File: config.mk
export PLATFORM = sky130hd
export DESIGN_NAME = resistor_ladder_button_decoder
export DESIGN_NICKNAME = d
export VERILOG_FILES = /design/src/design/rlbd_pkg.sv /design/src/design/resistor_ladder_button_decoder.sv
export SDC_FILE = /design/constraint.sdc
export NUM_CORES = 1
export LEC_CHECK = 0
export ABC_AREA = 1
export BUFFER_PORTS_ARGS = -buffer_cell sky130_fd_sc_hd__buf_2
export CAP_MARGIN = 10
export CORE_UTILIZATION = 50
export DETAILED_ROUTE_END_ITERATION = 6
export PLACE_DENSITY = 0.74
export SLEW_MARGIN = 40
export SYNTH_ARGS = -nofsm -noshare
export SYNTH_HDL_FRONTEND = slang
export SYNTH_SLANG_ARGS = --single-unit
File: constraint.sdc
create_clock -name i_clk -period 9.1 [get_ports i_clk]
set_clock_uncertainty 0.15 [all_clocks]
set_input_delay 1.82 -clock i_clk [delete_from_list [all_inputs] [get_ports i_clk]]
set_output_delay 1.82 -clock i_clk [all_outputs]
set_load 0.02 [all_outputs]
File: src/design/rlbd_pkg.sv
package rlbd_pkg;

    localparam int MAX_LEVELS  = 6;
    localparam int SAMPLE_BITS = 10;
    localparam int LEVEL_REGS  = 6;

    localparam int CFG_IDX_W  = 3;
    localparam int CFG_DATA_W = 10;
    localparam int COUNT_W    = 3;
    localparam int TOL_W      = 10;
    localparam int ADC_W      = 10;
    localparam int BUTTON_W   = 3;
    localparam int RAW_W      = 4;
    localparam int TIME_W     = 32;
    localparam int DUR_W      = 16;
    localparam int CMP_W      = (SAMPLE_BITS > TOL_W) ? SAMPLE_BITS : TOL_W;
    localparam int LVL_IDX_W  = (MAX_LEVELS > 1) ? $clog2(MAX_LEVELS) : 1;

    typedef logic [SAMPLE_BITS-1:0] t_sample;
    typedef logic [TIME_W-1:0]      t_time;
    typedef logic [LVL_IDX_W-1:0]   t_level_idx;

    localparam logic [CFG_IDX_W-1:0] REG_LEVELS_IN_USE = CFG_IDX_W'(0);
    localparam logic [CFG_IDX_W-1:0] REG_MATCH_TOL     = CFG_IDX_W'(1);
    localparam int                   REG_LEVEL_BASE    = 2;

    localparam logic [COUNT_W-1:0] RST_LEVELS_IN_USE = COUNT_W'(6);
    localparam logic [TOL_W-1:0]   RST_MATCH_TOL     = TOL_W'(8);
    localparam t_sample            RST_LEVEL_OPEN    = SAMPLE_BITS'(1023);

    localparam logic [RAW_W-1:0] RAW_NO_MATCH = {RAW_W{1'b1}};

endpackage

File: src/design/resistor_ladder_button_decoder.sv
// Resistor-ladder keypad decoder.
// Input channel (i_in_valid / o_in_ready) takes one word per ADC sample of
// the ladder pin together with the free-running millisecond time. Output
// channel (o_out_valid / i_out_ready) gives one word per input word: the
// latched button, the first matching ladder level (-1 if none), the press
// length in ms saturated at 16 bits, and a held flag.
// Configuration channel (i_cfg_valid / o_cfg_ready, always ready) writes
// register i_cfg_index: 0 levels in use, 1 match tolerance, 2..7 the ladder
// levels for open and buttons one to five. Write only while idle.
// The result word passes through the input register, then the result
// register, where it is held until taken. Throughput: one word per cycle
// while the receiver takes each result; the level compare, latch update and
// duration subtract are combinational between the two registers.
// When the receiver stalls, the result register holds its word and the
// input register still takes one more word; the block then deasserts
// o_in_ready until the result is taken.
// Reset (synchronous, active low) empties both registers, clears the latch
// and press times, and restores the register defaults.
module resistor_ladder_button_decoder
    import rlbd_pkg::*;
(
    input  logic                    i_clk,
    input  logic                    i_rst_n,

    input  logic                    i_cfg_valid,
    output logic                    o_cfg_ready,
    input  logic [CFG_IDX_W-1:0]    i_cfg_index,
    input  logic [CFG_DATA_W-1:0]   i_cfg_data,

    input  logic                    i_in_valid,
    output logic                    o_in_ready,
    input  logic [ADC_W-1:0]        i_adc_sample,
    input  logic [TIME_W-1:0]       i_now_ms,

    output logic                    o_out_valid,
    input  logic                    i_out_ready,
    output logic [BUTTON_W-1:0]     o_pressed_button,
    output logic signed [RAW_W-1:0] o_raw_match,
    output logic [DUR_W-1:0]        o_press_duration_ms,
    output logic                    o_button_held
);

    logic [COUNT_W-1:0]  r_levels_in_use;
    logic [TOL_W-1:0]    r_match_tol;
    t_sample             r_level [MAX_LEVELS];

    logic                r_in_valid;
    t_sample             r_in_sample;
    t_time               r_in_now;

    logic [BUTTON_W-1:0] r_latched;
    t_time               r_start;
    t_time               r_end;
    logic                r_seen;
    logic                r_released;

    logic                r_out_valid;
    logic [BUTTON_W-1:0] r_pressed_button;
    logic [RAW_W-1:0]    r_raw_match;
    logic [DUR_W-1:0]    r_duration;

    logic                advance;
    logic                in_take;

    logic                found;
    t_level_idx          match_idx;
    logic [RAW_W-1:0]    n_raw;
    logic [BUTTON_W-1:0] n_latched;
    t_time               n_start;
    t_time               n_end;
    logic                n_seen;
    logic                n_released;
    t_time               elapsed;
    logic [DUR_W-1:0]    n_duration;

    assign o_cfg_ready = 1'b1;
    assign advance     = r_in_valid && (!r_out_valid || i_out_ready);
    assign o_in_ready  = !r_in_valid || advance;
    assign in_take     = i_in_valid && o_in_ready;

    always_ff @(posedge i_clk) begin
        if (!i_rst_n) begin
            r_levels_in_use <= RST_LEVELS_IN_USE;
            r_match_tol     <= RST_MATCH_TOL;
            for (int l = 0; l < MAX_LEVELS; l++) begin
                r_level[l] <= (l == 0) ? RST_LEVEL_OPEN : '0;
            end
        end else if (i_cfg_valid) begin
            unique case (i_cfg_index)
                REG_LEVELS_IN_USE: r_levels_in_use <= COUNT_W'(i_cfg_data);
                REG_MATCH_TOL:     r_match_tol     <= TOL_W'(i_cfg_data);
                default: begin
                    for (int l = 0; l < MAX_LEVELS; l++) begin
                        if (l < LEVEL_REGS &&
                            i_cfg_index == CFG_IDX_W'(REG_LEVEL_BASE + l)) begin
                            r_level[l] <= SAMPLE_BITS'(i_cfg_data);
                        end
                    end
                end
            endcase
        end
    end

    // first level within tolerance wins
    always_comb begin
        t_sample lv_diff;
        found     = 1'b0;
        match_idx = '0;
        for (int l = 0; l < MAX_LEVELS; l++) begin
            lv_diff = (r_in_sample >= r_level[l]) ? r_in_sample - r_level[l]
                                                  : r_level[l] - r_in_sample;
            if (!found && int'(r_levels_in_use) > l &&
                CMP_W'(lv_diff) <= CMP_W'(r_match_tol)) begin
                found     = 1'b1;
                match_idx = LVL_IDX_W'(l);
            end
        end
    end

    always_comb begin
        n_raw      = found ? RAW_W'(match_idx) : RAW_NO_MATCH;
        n_latched  = r_latched;
        n_start    = r_start;
        n_end      = r_end;
        n_seen     = r_seen;
        n_released = r_released;
        if (found && match_idx == '0) begin
            if (r_latched != '0) begin
                n_end      = r_in_now;
                n_released = 1'b1;
                n_latched  = '0;
            end
        end else if (found && r_latched == '0) begin
            n_start    = r_in_now;
            n_end      = '0;
            n_seen     = 1'b1;
            n_released = 1'b0;
            n_latched  = BUTTON_W'(match_idx);
        end
        elapsed = (n_released ? n_end : r_in_now) - n_start;
        if (!n_seen) begin
            n_duration = '0;
        end else if (elapsed[TIME_W-1:DUR_W] != '0) begin
            n_duration = '1;
        end else begin
            n_duration = elapsed[DUR_W-1:0];
        end
    end

    always_ff @(posedge i_clk) begin
        if (!i_rst_n) begin
            r_in_valid  <= 1'b0;
            r_out_valid <= 1'b0;
            r_latched   <= '0;
            r_start     <= '0;
            r_end       <= '0;
            r_seen      <= 1'b0;
            r_released  <= 1'b0;
        end else begin
            if (in_take) begin
                r_in_valid <= 1'b1;
            end else if (advance) begin
                r_in_valid <= 1'b0;
            end
            if (advance) begin
                r_out_valid <= 1'b1;
                r_latched   <= n_latched;
                r_start     <= n_start;
                r_end       <= n_end;
                r_seen      <= n_seen;
                r_released  <= n_released;
            end else if (i_out_ready) begin
                r_out_valid <= 1'b0;
            end
        end
    end

    always_ff @(posedge i_clk) begin
        if (in_take) begin
            r_in_sample <= SAMPLE_BITS'(i_adc_sample);
            r_in_now    <= i_now_ms;
        end
        if (advance) begin
            r_pressed_button <= n_latched;
            r_raw_match      <= n_raw;
            r_duration       <= n_duration;
        end
    end

    assign o_out_valid         = r_out_valid;
    assign o_pressed_button    = r_pressed_button;
    assign o_raw_match         = r_raw_match;
    assign o_press_duration_ms = r_duration;
    assign o_button_held       = r_pressed_button != '0;

    a_latch_implies_press: assert property (@(posedge i_clk) disable iff (!i_rst_n)
        r_latched != '0 |-> r_seen && !r_released)
        else $error("button latched without an open press");

    a_open_clears: assert property (@(posedge i_clk) disable iff (!i_rst_n)
        o_out_valid && o_raw_match == '0 |-> o_pressed_button == '0)
        else $error("open sample left a button latched");

    a_press_latches: assert property (@(posedge i_clk) disable iff (!i_rst_n)
        o_out_valid && o_raw_match > 0 |-> o_pressed_button != '0)
        else $error("button match with nothing latched");

    a_stall_no_overrun: assert property (@(posedge i_clk) disable iff (!i_rst_n)
        r_in_valid && r_out_valid && !i_out_ready |=> r_out_valid && r_in_valid)
        else $error("word lost while the receiver stalled");

    a_released_holds_length: assert property (@(posedge i_clk) disable iff (!i_rst_n)
        advance && r_released && r_latched == '0 && !(found && match_idx != '0)
        |=> $stable(r_start) && $stable(r_end))
        else $error("press times changed without a new press");

endmodule

* After elaboration in Yosys (flattened, before gate mapping) *
Memory sizes are Yosys's and may differ from the RTL's.
Index checks and enable logic that the tools add are counted.

word-level totals
  bits in registers = 149
  bits in writable memories = 60
  output and inout port bits = 27
  logic and storage cells = 169
  memories = 1

operators by class
  $add $sub $neg = 13
  order comparisons = 18
  equal/unequal tests = 7
  multiplexer cells = 74
  bitwise operators = 6
  reduce and logical (&&, ||, !) cells = 35

memory list
  name     depth  bits a word  rd ports  clocked after memory_dff  write ports  RTL line                              RTL
  r_level  6      10           6         0                         6            resistor_ladder_button_decoder.sv:45  t_sample r_level [MAX_LEVELS];

operator list
  operator                                                       number
  2-to-1 mux 32 bit                                              6
  2-to-1 mux 10 bit                                              12
  subtractor 10 bit                                              12
  greater-or-equal comparator 10 bit                             6
  less-or-equal comparator 10 bit                                6
  2-to-1 mux 1 bit                                               47
  subtractor 32 bit                                              1
  2-to-1 mux 3 bit                                               7
  2-to-1 mux 16 bit                                              1
  nonzero test 16 bit                                            1
  logical AND 1 bit                                              15
  equality test 3 bit, second input constant                     4
  logical NOT 3 bit                                              3
  logical NOT 1 bit                                              7
  equality test 3 x 2 -> 1 bit, second input constant            2
  greater-than comparator 3 x 1 -> 1 bit, second input constant  2
  greater-than comparator 3 x 2 -> 1 bit, second input constant  2
  greater-than comparator 3 bit, second input constant           2
  bitwise OR 1 bit                                               6
  nonzero test 3 bit                                             2
  2-to-1 mux 4 bit                                               1
  AND reduction 2 bit                                            2
  nonzero test 2 bit                                             2
  equality test 3 x 1 -> 1 bit, second input constant            1
  other kinds (2)                                                3

* Logic depth before layout (Yosys ltp) *
An unclocked memory read counts as a cell.

  depth after elaboration = 33
  depth in mapped cells = 50
  gate-level depth less buffers = 47

* Least setup slack after synthesis *
Ideal clock, no wire load.

  path type = reg-to-reg
  start point = register r_in_sample[1]
  end point = register r_duration[10], in the netlist o_press_duration_ms[10], data pin
  library setup time = 250 ps
  arrival = 6471 ps
  setup slack = 2229 ps
  cell stages (with the launch flop) = 46
  cells stage by stage = edfxtp_1 inv_1 ha_1 nand2_1 inv_1 nand4_1 o2111ai_1 o21ai_0 o31ai_1 xor2_1 inv_1 ha_1 nand2_1 nand2_1 a21oi_1 nand2_1 nor2_1 nor2_2 [10 not listed] fa_1 nand3_1 nand2_1 nand2_1 nand2_2 nand2_1 nand2_1 nand2_1 nand2_1 xnor2_1 nand3_1 nor2_2 nand4_2 nor2_4 buf_6 nand3_1 nand2_1 inv_1

between the ends
  word-level cells in the longest chain between the ends = 32
  elaborated cells between the ends (all ways) = 72
  classes of those cells = add/sub (13); order compare (12); mux (27); reduce/logical (20)

RTL lines
  what                                                    RTL line                                                                      RTL
  start: declaration                                      resistor_ladder_button_decoder.sv:48                                          t_sample r_in_sample;
  start signal: assignment                                resistor_ladder_button_decoder.sv:180                                         r_in_sample <= SAMPLE_BITS'(i_adc_sample);
  subtractor 10 bit, or another cell as far along         resistor_ladder_button_decoder.sv:111                                         : r_level[l] - r_in_sample;
  2-to-1 mux 10 bit                                       resistor_ladder_button_decoder.sv:110                                         lv_diff = (r_in_sample >= r_level[l]) ? r_in_sample - r_level[l]
  less-or-equal comparator 10 bit                         resistor_ladder_button_decoder.sv:113                                         CMP_W'(lv_diff) <= CMP_W'(r_match_tol)) begin
  logical AND 1 bit                                       resistor_ladder_button_decoder.sv:112                                         if (!found && int'(r_levels_in_use) > l &&
  2-to-1 mux 1 bit                                        resistor_ladder_button_decoder.sv:112
  logical NOT 1 bit                                       resistor_ladder_button_decoder.sv:112
  logical AND 1 bit (2 in a row)                          resistor_ladder_button_decoder.sv:112
  2-to-1 mux 1 bit                                        resistor_ladder_button_decoder.sv:112
  [15 not listed]                                         -
  2-to-1 mux 3 bit or 2-to-1 mux 1 bit (tied branches)    resistor_ladder_button_decoder.sv:112
  logical NOT 3 bit or logical AND 1 bit (tied branches)  resistor_ladder_button_decoder.sv:127, resistor_ladder_button_decoder.sv:133
  logical AND 1 bit, or another cell as far along         resistor_ladder_button_decoder.sv:127                                         if (found && match_idx == '0) begin
  2-to-1 mux 32 bit or 2-to-1 mux 1 bit (tied branches)   resistor_ladder_button_decoder.sv:127
  2-to-1 mux 32 bit                                       resistor_ladder_button_decoder.sv:140                                         elapsed = (n_released ? n_end : r_in_now) - n_start;
  subtractor 32 bit                                       resistor_ladder_button_decoder.sv:140
  nonzero test 16 bit                                     resistor_ladder_button_decoder.sv:143                                         end else if (elapsed[TIME_W-1:DUR_W] != '0) begin
  2-to-1 mux 16 bit                                       resistor_ladder_button_decoder.sv:143
  end signal: assignment                                  resistor_ladder_button_decoder.sv:186                                         r_duration <= n_duration;
  end: declaration                                        resistor_ladder_button_decoder.sv:60                                          logic [DUR_W-1:0] r_duration;

Several ways; a longest one is shown, not always the timed one.
A chain may end at the register's enable or synchronous reset.

* Worst setup path in the final report *
  start point = register r_in_sample[7]
  end point = register r_duration[14], in the netlist o_press_duration_ms[14], data pin

The elaborated chain is that of the path after synthesis.

==> metrics <==
Die Wd 189 um; Psw 2.67 mW; crit path DAT 8.56 ns; worst path required time 9.23 ns; Critical Path Sink Type register; post-synthesis mux area share 0.669%; final WL 54.8 mm; min-delay worst type register to register; hold path endpoint r_start[13]$_SDFFE_PN0P_; R2R setup slack 0.67 ns; Congestion Overflow GR 0; Fmax 0.119 GHz; final worst-path cycle share 92.6%; crit path kind register to register; Combinational Power Share 60.3%; number of fill cells 3131; Area after DPL 18300 sq um; clock-pin slew on the worst setup and hold paths 0.06 ns; vias per std cell 5.61; clock sinks 209; initial antenna violation count 0; pin count of the biggest net entering global routing 64; drc violations 0; Bufs and invs on worst path 11; pwr dens 284 nW/um^2; largest family of logic cells by synthesized area simple AND/OR/NAND/NOR gates; CTS root buffer clkbuf_16; final hold slack 0.307 ns; fin cells 2931; Synth Net Count 2667; Worst Tran Pin Value 0.757 ns; # diodes 0; HPWL Detailed 41.8 mm; result of the run complete, no violations; Clk pwr share 18.1%; Synth async-reset ratio 0%; hold wc startpoint r_start[13]$_SDFFE_PN0P_; Slew headroom 49.5%; hold path depth 2; cells after synthesis 2389; internal power 2.78 mW; unrepaired setup endpoints after global routing no; total of max-cap violations 0; die height 189 um; Starting DRT DRC Count 1226; max-slew violations 0; syn_area_per_cell 7.28 sq um; Final #Nets 2744; r2r worst-path depth 46; clock latency on the worst-skew pair 0.53 ns; final instance area 19200 sq um; Layout Area Growth over Synthesis 10.2%; CP delay by family, top compound AO/OA/AOI/OAI gates; Seq pwr share 21.6%; vias in the first global route 15700; Final min period 8.43 ns; switch share 49.0%; #FFs+latches synth 209; clk buf depth 3; Seq/Total Area, Yosys 31.2%; CTS H-tree depth 1; final setup fails 0; Final ANT Viol Nets 0; synth warn 0; critical path's most frequent cell nand2_1; number of CTS-inserted buffers 23; area of the multi-input gates 10300 sq um; share of layout cells above drive strength 1 8.78%; Total Power 5.45 mW; total die area 35500 sq um; Via Count 16500; commonest non-fill, non-tap cell in the layout nand2_1; I/O Pins 87; most frequent cells in the layout nand2_1, inv_1, nor2_1; number of synthesized flops with an enable pin 125; Worst VDD drop 266 uV; IO Port Bufs 85; final setup TNS 0 ns; register area 5440 sq um; worst flop-to-flop path endpoint o_press_duration_ms[14]$_SDFFCE_PN0P_; global-route wire length before repair 84.6 mm; initial core utilization 51.4%; DR WL/cell 18.7 um; CP peak stage delay 0.52 ns; r2r startpoint r_in_sample[7]$_DFFE_PP_; Synth cell types 51; leak pwr 9.30 nW; clock tree from TritonCTS built; routability-driven placement congestion ratio 0.990; simple-gate area share of the yosys netlist 21.4%; hold_buf cts 0; complex-gate fraction of the synthesized area 17.2%; worst-path maximum fanout 16; Pre-Repair DR Iteration Count 6; Post-Synth Adder-Cell Area 16.2%; post-synthesis xor/xnor area fraction 3.32%; Worst path slowest cell edfxtp_1; dpl cells 2881; crit start category register; dominant synthesized flop cell edfxtp_1; Syn Std Cell Area 17400 sq um; row count 67; Final Hold Viols 0; GRT Util Overall 30.5%; core area 33900 sq um
[what timing repair did]
| item | in CTS | in global routing |
|---|---|---|
| setup endpoints to repair | 0 | 16 |
| setup buffers | 0 | 8 |
| gates resized for setup | 0 | 2 |
[power groups by stage]
stage | combinational, mW | sequential, mW | clock, mW
4_1_cts | 3.24 | 1.18 | 0.991
2_1_floorplan | 2.33 | 1.21 | 0
3_3_place_gp | 3.21 | 1.20 | 0
3_5_place_dp | 3.22 | 1.20 | 0
6_report | 3.28 | 1.18 | 0.984
5_1_grt | 3.65 | 1.19 | 1.02
[how the worst max path moves through the flow]
stage                                            endpoint  cells after the start  slack (ns)                startpoint
finish              o_press_duration_ms[14]$_SDFFCE_PN0P_                     46        0.67  r_in_sample[7]$_DFFE_PP_
global route         o_press_duration_ms[2]$_SDFFCE_PN0P_                     46        0.03  r_in_sample[7]$_DFFE_PP_
CTS                 o_press_duration_ms[14]$_SDFFCE_PN0P_                     45        0.46  r_in_sample[7]$_DFFE_PP_
detailed placement  o_press_duration_ms[14]$_SDFFCE_PN0P_                     45        0.47  r_in_sample[7]$_DFFE_PP_
global placement     o_press_duration_ms[0]$_SDFFCE_PN0P_                     44        0.48  r_in_sample[7]$_DFFE_PP_
floorplan           o_press_duration_ms[10]$_SDFFCE_PN0P_                     45        2.23  r_in_sample[1]$_DFFE_PP_
[routing by layer]
metal | GRT usage [%] | part of all wire [%] | up-vias
met3 | 3.07 | 6.6 | 152
met5 | 0 | 0 | -
met4 | 13.6 | 4.7 | 0
met2 | 54.4 | 49 | 682
met1 | 37.0 | 40 | 7577
li1 | - | - | 8045
[sequential cells by signal, indices dropped and copies added, names as in the netlist]
name / cells
o_pressed_button: 3
r_latched: 3
r_seen: 1
r_end: 32
r_levels_in_use: 3
o_press_duration_ms: 16
r_in_sample: 10
r_level: 60
o_raw_match: 4
r_released: 1
r_match_tol: 10
o_out_valid: 1
r_in_now: 32
r_start: 32
r_in_valid: 1
[logic make-up (layout without fill, tap and decap cells)]
logic type / Yosys count / in the layout
buffers and inverters: 445 / 539
other: 1 / 1
and+or+nand+nor: 907 / 907
AOI/OAI and AO/OA: 532 / 532
muxes: 11 / 11
xor gates and xnor gates: 66 / 66
adders and majority gates: 218 / 218
DFF: 209 / 209
[worst min-delay path, cell delays in order (launching register included)]
cell,delay (ns)
dfxtp_1,0.29
inv_1,0.06
a21oi_1,0.05
[per-stage QoR]
stage               setup WS [ns]  utilization, %
floorplan                    2.23               -
CTS                         0.463            56.4
finish                      0.674            56.6
global placement            0.484            54.0
detailed placement          0.474            54.1
global route               0.0334            56.6
[area by class of cell]
type                    instances  share of cell area, %
clock buffers                  27                   3.19
flip-flops and latches        209                   28.4
well taps                     448                   2.92
clock inverters                15                  0.914
multi-input cells            1735                   53.6
inverters                     376                   7.40
repair buffers                121                   3.63
[cells in the mapped netlist (13+ instances only)]
master / number / area share (%)
ha_1: 205 / 15
xor2_1: 26 / 1.3
o21ai_1: 14 / 0.40
inv_1: 368 / 7.9
xnor2_1: 40 / 2.0
buf_2: 17 / 0.49
nand4_1: 29 / 1.0
a221oi_1: 14 / 0.70
nor2_1: 229 / 4.9
a31oi_1: 33 / 1.2
clkbuf_1: 45 / 0.97
edfxtp_1: 125 / 22
o21ai_0: 182 / 5.2
dfxtp_1: 84 / 9.7
nand3_1: 77 / 2.2
a21oi_1: 204 / 5.9
fa_1: 13 / 1.5
a211oi_1: 16 / 0.69
nand2_1: 530 / 11
(Power assumes the default switching activity.)
